--- src/rtl/baro_pkg.sv ---
// Shared types, constants and helper functions for the pressure compensation block.
package baro_pkg;

  localparam int DivW = 32;

  localparam logic [31:0] B6Off     = 32'd4000;
  localparam logic [31:0] KSq       = 32'd3038;
  localparam logic [31:0] KLin      = 32'hFFFF_E343;  // two's complement of 7357
  localparam logic [31:0] KOff      = 32'd3791;
  localparam logic [31:0] KScale    = 32'd50000;
  localparam logic [31:0] KHalf     = 32'd32768;
  localparam logic [17:0] PresMax   = 18'h3FFFF;

  typedef enum logic [2:0] {
    RegAcS = 3'd0,
    RegAcU = 3'd1,
    RegB   = 3'd2,
    RegM   = 3'd3,
    RegOs  = 3'd4
  } reg_idx_t;

  // per-item context that rides alongside the datapath
  typedef struct packed {
    logic        vld;
    logic        err;
    logic        neg;
    logic        post2;
    logic [31:0] val;
    logic [18:0] up;
  } ctx_t;

  typedef struct packed {
    logic [15:0] ac1;
    logic [15:0] ac2;
    logic [15:0] ac3;
    logic [15:0] ac4;
    logic [15:0] ac5;
    logic [15:0] ac6;
    logic [15:0] b1;
    logic [15:0] b2;
    logic [15:0] mc;
    logic [15:0] md;
    logic [1:0]  os;
  } cal_t;

  function automatic logic [31:0] sx16(input logic [15:0] v);
    return {{16{v[15]}}, v};
  endfunction

  function automatic logic [31:0] asr32(input logic [31:0] x, input logic [4:0] n);
    return 32'($signed(x) >>> n);
  endfunction

endpackage

--- src/rtl/baro_post.sv ---
// Output end: pressure correction polynomial, temperature, saturation and result register.
module baro_post (
  input  logic             clk,
  input  logic             rst_n,
  input  logic             en,
  input  baro_pkg::ctx_t   in_ctx,
  input  logic [31:0]      in_quo,
  output logic             vld,
  output logic [17:0]      pres,
  output logic [15:0]      temp,
  output logic             err
);
  import baro_pkg::*;

  ctx_t        c11_r, c12_r;
  logic [31:0] p11_r, m1_r, m2_r;
  logic [31:0] p12_r, m3_r, x2_r;
  logic        vld_r;
  logic        err_r;
  logic [17:0] pres_r;
  logic [15:0] temp_r;

  logic [31:0] p_nxt;
  logic [31:0] p8;
  logic [31:0] pn;
  logic [31:0] t;
  logic [17:0] pres_nxt;
  logic [15:0] temp_nxt;

  assign p_nxt = in_ctx.post2 ? {in_quo[30:0], 1'b0} : in_quo;
  assign p8    = asr32(p_nxt, 5'd8);

  assign pn = p12_r + asr32(asr32(m3_r, 5'd16) + x2_r + KOff, 5'd4);
  assign t  = asr32(c12_r.val + 32'd8, 5'd4);

  always_comb begin
    if (pn[31]) begin
      pres_nxt = '0;
    end else if (pn[30:18] != '0) begin
      pres_nxt = PresMax;
    end else begin
      pres_nxt = pn[17:0];
    end
    if (t[31:15] == '0 || t[31:15] == '1) begin
      temp_nxt = t[15:0];
    end else begin
      temp_nxt = t[31] ? 16'h8000 : 16'h7FFF;
    end
  end

  always_ff @(posedge clk) begin
    if (!rst_n) begin
      c11_r <= '0;
      c12_r <= '0;
      vld_r <= 1'b0;
    end else if (en) begin
      c11_r <= in_ctx;
      c12_r <= c11_r;
      vld_r <= c12_r.vld;
    end
  end

  always_ff @(posedge clk) begin
    if (en) begin
      p11_r  <= p_nxt;
      m1_r   <= 32'(p8 * p8);
      m2_r   <= 32'(p_nxt * KLin);
      p12_r  <= p11_r;
      m3_r   <= 32'(m1_r * KSq);
      x2_r   <= asr32(m2_r, 5'd16);
      err_r  <= c12_r.err;
      // zero both fields on a zero divisor
      pres_r <= c12_r.err ? '0 : pres_nxt;
      temp_r <= c12_r.err ? '0 : temp_nxt;
    end
  end

  assign vld  = vld_r;
  assign pres = pres_r;
  assign temp = temp_r;
  assign err  = err_r;

endmodule

--- config.mk ---
export PLATFORM = sky130hd
export DESIGN_NAME = baro_post
export DESIGN_NICKNAME = d
export VERILOG_FILES = /design/src/rtl/baro_pkg.sv /design/src/rtl/baro_post.sv
export SDC_FILE = /design/constraint.sdc
export NUM_CORES = 2
export LEC_CHECK = 0
export BUFFER_PORTS_ARGS = -buffer_cell sky130_fd_sc_hd__buf_2
export CAP_MARGIN = 25
export CORE_ASPECT_RATIO = 0.8
export CORE_MARGIN = 2
export CORE_UTILIZATION = 42
export DETAILED_ROUTE_END_ITERATION = 10
export GPL_TIMING_DRIVEN = 1
export HOLD_SLACK_MARGIN = 0.06
export SLEW_MARGIN = 20
export SYNTH_ARGS = -nofsm -noshare
export SYNTH_HDL_FRONTEND = slang
export SYNTH_SLANG_ARGS = --single-unit
--- constraint.sdc ---
create_clock -name clk -period 11.9 [get_ports clk]
set_clock_uncertainty 0.2 [all_clocks]
set_input_delay 2.38 -clock clk [delete_from_list [all_inputs] [get_ports clk]]
set_output_delay 2.38 -clock clk [all_outputs]
set_load 0.1 [all_outputs]
==> results.yml <==
worst_setup_path:
  rr_worst_depth: 20
  worst-path-stages: 27
  critical_path.max_fanout: 17
  slowest_stage: "fa_1"
  timing.rr.end: "m3_r[31]"
  crit_type: "primary input to flop"
  crit_path_max_incr_delay_ns: 0.58
  end_kind: "flop"
  required_ns: 11.99
  crit_family: "adder cells"
  arrival_ns: 10.27
  r2r_setup_slack_ns: 4.97
  critPathBufInv: 8
  r2r-start: "m1_r[5]"
  cp_common_cell: "fa_1"
  start_kind: "primary input"
clock_network:
  worstSkewPairLatency_ns: 0.57
  htreeDepth: 1
  cts_tree: "done"
  cts_hold_buf: 0
  post_cts_buffers: 0
  cts_made_buffers: 26
  path_clk_slew_ns: 0.06
  cts.sinks: 239
  post_cts_resize_count: 0
  cts_root_buf: "clkbuf_16"
  ctsLongestPathBuffers: 3
sta:
  fmax_mhz: 98.3
  finalSetupViolations: 0
  period_share: 0.855
  grt_setup_unrepaired: "no"
  setup_tns_ns: 0
  setup_slack_ns: 1.73
  hold_ws_ns: 0.215
  worst_pin_slew_ns: 1.02
  slew_headroom: 0.320
  hold_viol_final: 0
  period_minus_slack_ns: 10.17
  slew_viol_final: 0
yosys:
  synth_xor_area_frac: 0.0415
  synth_top_family_by_area: "adder cells"
  synth_edf_count: 176
  yosysWarnings: 0
  yosysMostFrequentCell: "inv_1"
  synth_top_cell_by_area: "fa_1"
  synthesis.area_mm2: 0.0334
  async_flop_share: 0
  synth.distinct_cells: 85
  synth.area.mux_share: 0.0296
  ys_seq_elements: 239
  synth_compound_area_frac: 0.0601
  syn_inst: 3244
  synth.avg_cell_area_um2: 10.3
  yosys.area_share.simple: 0.0776
  ys.flop_type: "edfxtp_1"
  synthTopCellsByCount: "871 x inv_1, 560 x fa_1, 408 x ha_1, 182 x nor2_1, 176 x edfxtp_1"
  seq_area_frac_synth: 0.196
  synth.top_cell.area_share: 0.336
  synth_fa_ha_area_frac: 0.489
  synth_area_leaders: "fa_1 34%, edfxtp_1 16%, ha_1 15%, inv_1 9.8%, dfxtp_1 3.8%"
drt:
  drc: 0
  ant_nets: 0
  drt-total-wl_um: 74900
  wl_per_cell_um: 17.0
  via_count: 21464
  avgViaCountPerCell: 4.86
  initialDrtViolationCount: 1275
  drt-pass1-iter-count: 5
job:
  cap_violations: 0
hold_path:
  hp-class: "flop to flop"
  min_from: "p11_r[16]"
  min_path_cells: 0
  min_to: "p12_r[16]"
placement:
  place_congestion: 0.910
  port_buffers: 102
  dp_hpwl_um: 62600
  place_ws_ns: 1.30
final_layout:
  post-route-util: 0.460
  fillers: 7538
  final_nets: 4419
  drive_gt1_frac: 0.0713
  area_growth_pct: 8.47
run_status:
  status: "complete, no violations"
die:
  num_rows: 92
  die_y_um: 256
  io_pins: 126
  dieArea_mm2: 0.0818
  core_area_mm2: 0.0787
  die_w_um: 319
  start_util: 0.424
global_routing:
  track_usage: 0.191
  antenna_found_initial: 0
  overflow: 0
  grt_pass1_vias: 22376
  grt_pass1_wl_um: 123000
  grt_max_degree: 119
-- flip-flops by register name, indices dropped and copies added, names as in the netlist --
register	flops
m3_r	16
c12_r	31
vld	1
x2_r	16
temp	16
c11_r	31
pres	18
p12_r	32
m1_r	29
m2_r	16
err	1
p11_r	32
-- metal layers --
metal  wire [µm]  up-vias  global-route usage
li1            -    10342                   -
met1       36900    10534               0.293
met2       31200      514               0.280
met3        5480       74              0.0408
met4        1390        0              0.0331
met5           0        -                   0
-- through the flow --
step           cell area, µm²  std cells
2_1_floorplan           33400       3246
3_3_place_gp            35300       4367
3_5_place_dp            35300       4367
4_1_cts                 36200       4415
5_1_grt                 36200       4415
6_report                36200       4416
-- layout by cell type, fill, tap and decap left out, types with 82 or more instances in the layout --
cell type	netlist	routed
a21oi_1	82	82
buf_2	10	101
edfxtp_1	176	176
fa_1	560	560
ha_1	408	408
inv_1	871	871
mux2i_1	93	90
nand2_1	153	153
nor2_1	182	182
xnor2_1	110	110
-- how the worst max path moves through the flow --
| stage | start | slack, ns | end |
|---|---|---|---|
| 2_1_floorplan | in_ctx[51] | 1.90 | m1_r[29] |
| 3_3_place_gp | in_ctx[51] | 1.35 | m1_r[29] |
| 3_5_place_dp | in_ctx[51] | 1.30 | m1_r[29] |
| 4_1_cts | in_ctx[51] | 1.87 | m1_r[29] |
| 5_1_grt | in_ctx[51] | 1.21 | m1_r[30] |
| 6_report | in_ctx[51] | 1.73 | m1_r[29] |
-- cell type report --
class,instances,area (µm²),share of cell area
multi-input cells,2071,23300,0.644
diodes,1,2.50,0.0000691
inverters,879,3300,0.0911
well taps,1034,1290,0.0357
flip-flops and latches,239,6550,0.181
clock buffers,34,742,0.0205
clock inverters,14,159,0.00439
repair buffers,144,848,0.0234
-- kinds of logic (layout without fill, tap and decap cells) --
group           after synthesis  count (layout)
fa+ha+maj                   969             969
buf+inv                     936            1071
simple gates                547             547
compound gates              296             296
flops                       239             239
xor+xnor                    158             158
mux                          98              98
other cells                   1               4
Power is left out: the tool's default activity adds up to more than one toggle a clock period on the data nets, which glitch-free logic cannot reach.
