File: src/rtl/baro_pkg.sv
// Shared types, constants and helper functions for the pressure compensation block.
package baro_pkg;

  localparam int DivW = 32;

  localparam logic [31:0] B6Off     = 32'd4000;
  localparam logic [31:0] KSq       = 32'd3038;
  localparam logic [31:0] KLin      = 32'hFFFF_E343;  // two's complement of 7357
  localparam logic [31:0] KOff      = 32'd3791;
  localparam logic [31:0] KScale    = 32'd50000;
  localparam logic [31:0] KHalf     = 32'd32768;
  localparam logic [17:0] PresMax   = 18'h3FFFF;

  typedef enum logic [2:0] {
    RegAcS = 3'd0,
    RegAcU = 3'd1,
    RegB   = 3'd2,
    RegM   = 3'd3,
    RegOs  = 3'd4
  } reg_idx_t;

  // per-item context that rides alongside the datapath
  typedef struct packed {
    logic        vld;
    logic        err;
    logic        neg;
    logic        post2;
    logic [31:0] val;
    logic [18:0] up;
  } ctx_t;

  typedef struct packed {
    logic [15:0] ac1;
    logic [15:0] ac2;
    logic [15:0] ac3;
    logic [15:0] ac4;
    logic [15:0] ac5;
    logic [15:0] ac6;
    logic [15:0] b1;
    logic [15:0] b2;
    logic [15:0] mc;
    logic [15:0] md;
    logic [1:0]  os;
  } cal_t;

  function automatic logic [31:0] sx16(input logic [15:0] v);
    return {{16{v[15]}}, v};
  endfunction

  function automatic logic [31:0] asr32(input logic [31:0] x, input logic [4:0] n);
    return 32'($signed(x) >>> n);
  endfunction

endpackage

File: src/rtl/baro_pre.sv
// Temperature front end: raw temperature term and operands of the first division.
module baro_pre (
  input  logic             clk,
  input  logic             rst_n,
  input  logic             en,
  input  logic             vld,
  input  logic [15:0]      ut,
  input  logic [18:0]      up,
  input  baro_pkg::cal_t   cal,
  output baro_pkg::ctx_t   ctx,
  output logic [31:0]      dvd,
  output logic [31:0]      dsr
);
  import baro_pkg::*;

  logic        a_vld_r;
  logic [18:0] a_up_r;
  logic [31:0] a_prod_r;
  logic [31:0] prod_nxt;
  logic [31:0] x1;
  logic [31:0] den;
  logic [31:0] mc_x;
  logic [31:0] num;
  ctx_t        ctx_r;
  ctx_t        ctx_nxt;
  logic [31:0] dvd_r;
  logic [31:0] dsr_r;

  assign prod_nxt = 32'(({16'd0, ut} - {16'd0, cal.ac6}) * {16'd0, cal.ac5});

  assign x1   = asr32(a_prod_r, 5'd15);
  assign den  = x1 + sx16(cal.md);
  assign mc_x = sx16(cal.mc);
  assign num  = {mc_x[20:0], 11'd0};

  always_comb begin
    ctx_nxt       = '0;
    ctx_nxt.vld   = a_vld_r;
    ctx_nxt.err   = (den == '0);
    ctx_nxt.neg   = num[31] ^ den[31];
    ctx_nxt.val   = x1;
    ctx_nxt.up    = a_up_r;
  end

  always_ff @(posedge clk) begin
    if (!rst_n) begin
      a_vld_r <= 1'b0;
      ctx_r   <= '0;
    end else if (en) begin
      a_vld_r <= vld;
      ctx_r   <= ctx_nxt;
    end
  end

  always_ff @(posedge clk) begin
    if (en) begin
      a_up_r   <= up;
      a_prod_r <= prod_nxt;
      dvd_r    <= num[31] ? 32'(-num) : num;
      dsr_r    <= den[31] ? 32'(-den) : den;
    end
  end

  assign ctx = ctx_r;
  assign dvd = dvd_r;
  assign dsr = dsr_r;

endmodule

File: config.mk
export PLATFORM = sky130hd
export DESIGN_NAME = baro_pre
export DESIGN_NICKNAME = d
export VERILOG_FILES = /design/src/rtl/baro_pkg.sv /design/src/rtl/baro_pre.sv
export SDC_FILE = /design/constraint.sdc
export NUM_CORES = 1
export LEC_CHECK = 0
export ABC_AREA = 0
export BUFFER_PORTS_ARGS = -buffer_cell sky130_fd_sc_hd__buf_4
export CAP_MARGIN = 10
export CORE_MARGIN = 3
export CORE_UTILIZATION = 33
export CTS_CLUSTER_SIZE = 8
export DETAILED_ROUTE_END_ITERATION = 16
export GPL_TIMING_DRIVEN = 1
export PLACE_DENSITY_LB_ADDON = 0.12
export SKIP_CTS_REPAIR_TIMING = 1
export SYNTH_ARGS = -nofsm -noshare
export SYNTH_HDL_FRONTEND = slang
export SYNTH_SLANG_ARGS = --single-unit
File: constraint.sdc
create_clock -name clk -period 11.1 [get_ports clk]
set_input_delay 2.22 -clock clk [delete_from_list [all_inputs] [get_ports clk]]
set_output_delay 2.22 -clock clk [all_outputs]
set_load 0.02 [all_outputs]
==> results.tsv <==
metric	value	unit
gp_congestion	0.805	
detailroute.via_count	11565	
mostFrequentLayoutCell	inv_1	
nFillCells	4925	
floorplan.rows	81	
synth_warnings	0	
report.final.setup_viol	0	
syn2layout_area_growth	17.0	%
slew_headroom	36.2	%
finalNetCount	2499	
cp_num_cells	31	
cts.reportedPaths.clkPinSlew	60	ps
synthCells	1724	
synth-compound-area-share	5.98	%
crit_path_end	a_prod_r[31]	
final_min_period_over_clock_period	87.6	%
hold_violations	0	
worst_path_most_repeated_cell	fa_1	
fmaxAchievable	103	MHz
worst_ep_arrival_time	9890	ps
floorplan.initialDensity	33.8	%
maximum_level_of_the_cts_h_tree	4	
cp.required	11260	ps
largest_net_degree_at_the_start_of_global_routing	75	
finalSetupTns	0	ps
track_usage	15.0	%
worst_case_clock_skew	9.66	ps
ys_seq_elements	129	
grt_setup_unrepaired	no	
post_synth_instance_area	0.0168	mm²
floorplan.die_area	0.0536	mm²
area.sequential	0.00347	mm²
drt_first_pass_iters	5	
multi_input_area	0.0116	mm²
tritoncts	built	
layout_cell_share_with_drive_strength_beyond_1	15.3	%
wirelength	39.2	mm
place_hpwl	32.5	mm
synth_simple_gate_area_share	15.0	%
worst-slew-pin-transition	958	ps
worst_reg_to_reg_setup_slack	7890	ps
tritoncts_num_sinks	129	
drt_drc_violations_left	0	
vias_per_instance	4.45	
grt_first_pass_wirelength	64.4	mm
critical_path.max_fanout	33	
grt_pass1_vias	12113	
synth.mux.area_fraction	3.51	%
critPathTopFamily	adder cells	
max_cap_violations	0	
synth_ff_type	edfxtp_1	
synth_seq_area_share	20.7	%
timing_max_transition_violations_final	0	
run_status	finished, final reports clean	
post_synth_num_cell_types	74	
floorplan.core_area	0.0496	mm²
drtAntennaViolNets	0	
cts-buffers-inserted	17	
worst_path_max_delay_cell	fa_1	
fp.dieW	231	µm
critical_path.startpoint_type	input port	
ys_async_sr_fraction	0	%
post_synth_fa_ha_maj_area_fraction	40.0	%
chipHeight	231	µm
worst-r2r-cell-count	9	
timing.critical_path.from	ut[12]	
slowest_delay	720	ps
synth-xor-area-share	4.12	%
critPathBufInv	9	
regToRegStartpoint	a_prod_r[21]	
diodes	0	
mostFrequentLayoutCells	354 x inv_1, 262 x fa_1, 234 x buf_4	
num_io_pins	320	
min_period	9720	ps
root_driver	clkbuf_16	
routedWlPerCell	15.1	µm
r2r-end	dsr[15]	
clk_path_buf_depth	2	
postSynthAreaPerCell	9.73	µm²
worst-setup-path-type	in -> reg	
drt_iter0_markers	459	
clkLatencyLatePin	430	ps
grt_antenna_before_repair	0	
hold_crit_path_type	reg -> reg	
grt_overflow_total	0	
setup.worst_path.end_class	flop	
combinational_family_with_the_most_area_after_synthesis	adder cells	
synth_enable_flop_cells	89	
placement.io_buffers	209	
finalHoldWorstSlack	477	ps
metal layers:
layer	up-vias	GRT usage (%)	part of all wire, %
met4	0	3.82	1.9
met2	208	24.3	46
met3	34	1.56	3.8
li1	5708	-	-
met1	5615	21.4	48
met5	-	0	0
how the worst min path moves through the flow:
stage               startpoint       to  slack, ps  depth (start not counted)
detailed placement     ctx[52]  ctx[52]        470                          2
floorplan           a_up_r[10]  ctx[10]        460                          2
global route           ctx[52]  ctx[52]        500                          2
finish                 ctx[52]  ctx[52]        480                          2
global placement       ctx[52]  ctx[52]        460                          2
CTS                    ctx[52]  ctx[52]        480                          2
worst reg2reg max path, cell delays in order, from the launching register on:
cell and delay [ps]:
edfxtp_1 420, ha_1 360, o21a_1 220, o21ai_1 210, and4b_1 230, a2111oi_1 620, nand2b_1 250, nor3_2 330
a41oi_2 160, xnor2_1 160
layout make-up:
class	count	share of cell area, %
clock inverter	14	0.740
multi-input combinational	1182	59.3
inverter	355	6.79
timing repair buffer	235	9.01
clock buffer	18	2.24
sequential	129	17.7
tap	664	4.23
cells by family (layout without fill, tap and decap cells):
kind of cell             after synthesis  count (layout)
flip-flops                           129             129
multiplexers                          58              58
buffers and inverters                443             622
XOR/XNOR                              78              78
AND/OR/NAND/NOR                      489             489
adder cells (fa/ha/maj)              380             380
other                                  1              31
AO/OA/AOI/OAI                        146             146
stage by stage:
| stage | instance area [µm²] | worst slack, ps | util (%) | std cells |
|---|---|---|---|---|
| CTS | 19600 | 1280 | 39.6 | 2597 |
| global route | 19600 | 807 | 39.6 | 2597 |
| finish | 19600 | 1380 | 39.6 | 2597 |
| detailed placement | 19000 | 797 | 38.4 | 2565 |
| floorplan | 16900 | 1830 | - | 1754 |
| global placement | 19000 | 864 | 38.4 | 2565 |
Yosys cell counts (4+ instances only):
library cell / count / area share (%)
xor2_1: 13 / 0.68
nand3_1: 12 / 0.36
nand3b_1: 12 / 0.54
o211ai_1: 7 / 0.31
a31oi_1: 5 / 0.19
nor3_1: 17 / 0.51
or3_1: 12 / 0.45
and3_1: 6 / 0.22
a211oi_1: 7 / 0.31
nand4_1: 5 / 0.19
nand2b_1: 34 / 1.3
a21boi_0: 4 / 0.18
mux2i_1: 51 / 3.0
xnor2_1: 64 / 3.3
mux2_2: 7 / 0.47
o21ai_1: 6 / 0.18
and3b_1: 9 / 0.47
a21oi_1: 32 / 0.95
nand2_1: 158 / 3.5
ha_1: 116 / 8.7
and2_1: 101 / 3.8
o21a_1: 5 / 0.22
inv_1: 355 / 7.9
dfxtp_1: 40 / 4.8
buf_4: 29 / 1.3
clkbuf_1: 53 / 1.2
a21o_1: 11 / 0.49
o21ai_0: 32 / 0.95
nor2b_1: 24 / 0.90
edfxtp_1: 89 / 16
o31ai_1: 6 / 0.27
fa_1: 262 / 31
nor2_1: 80 / 1.8
flip-flops by register name (all words and copies together) (netlist names):
signal and count:
a_up_r 19, ctx 39, a_vld_r 1, a_prod_r 17
dsr 32, dvd 21
Power is not shown: default switching activity piles up to over one toggle a cycle in this logic, so the estimate is an artifact.
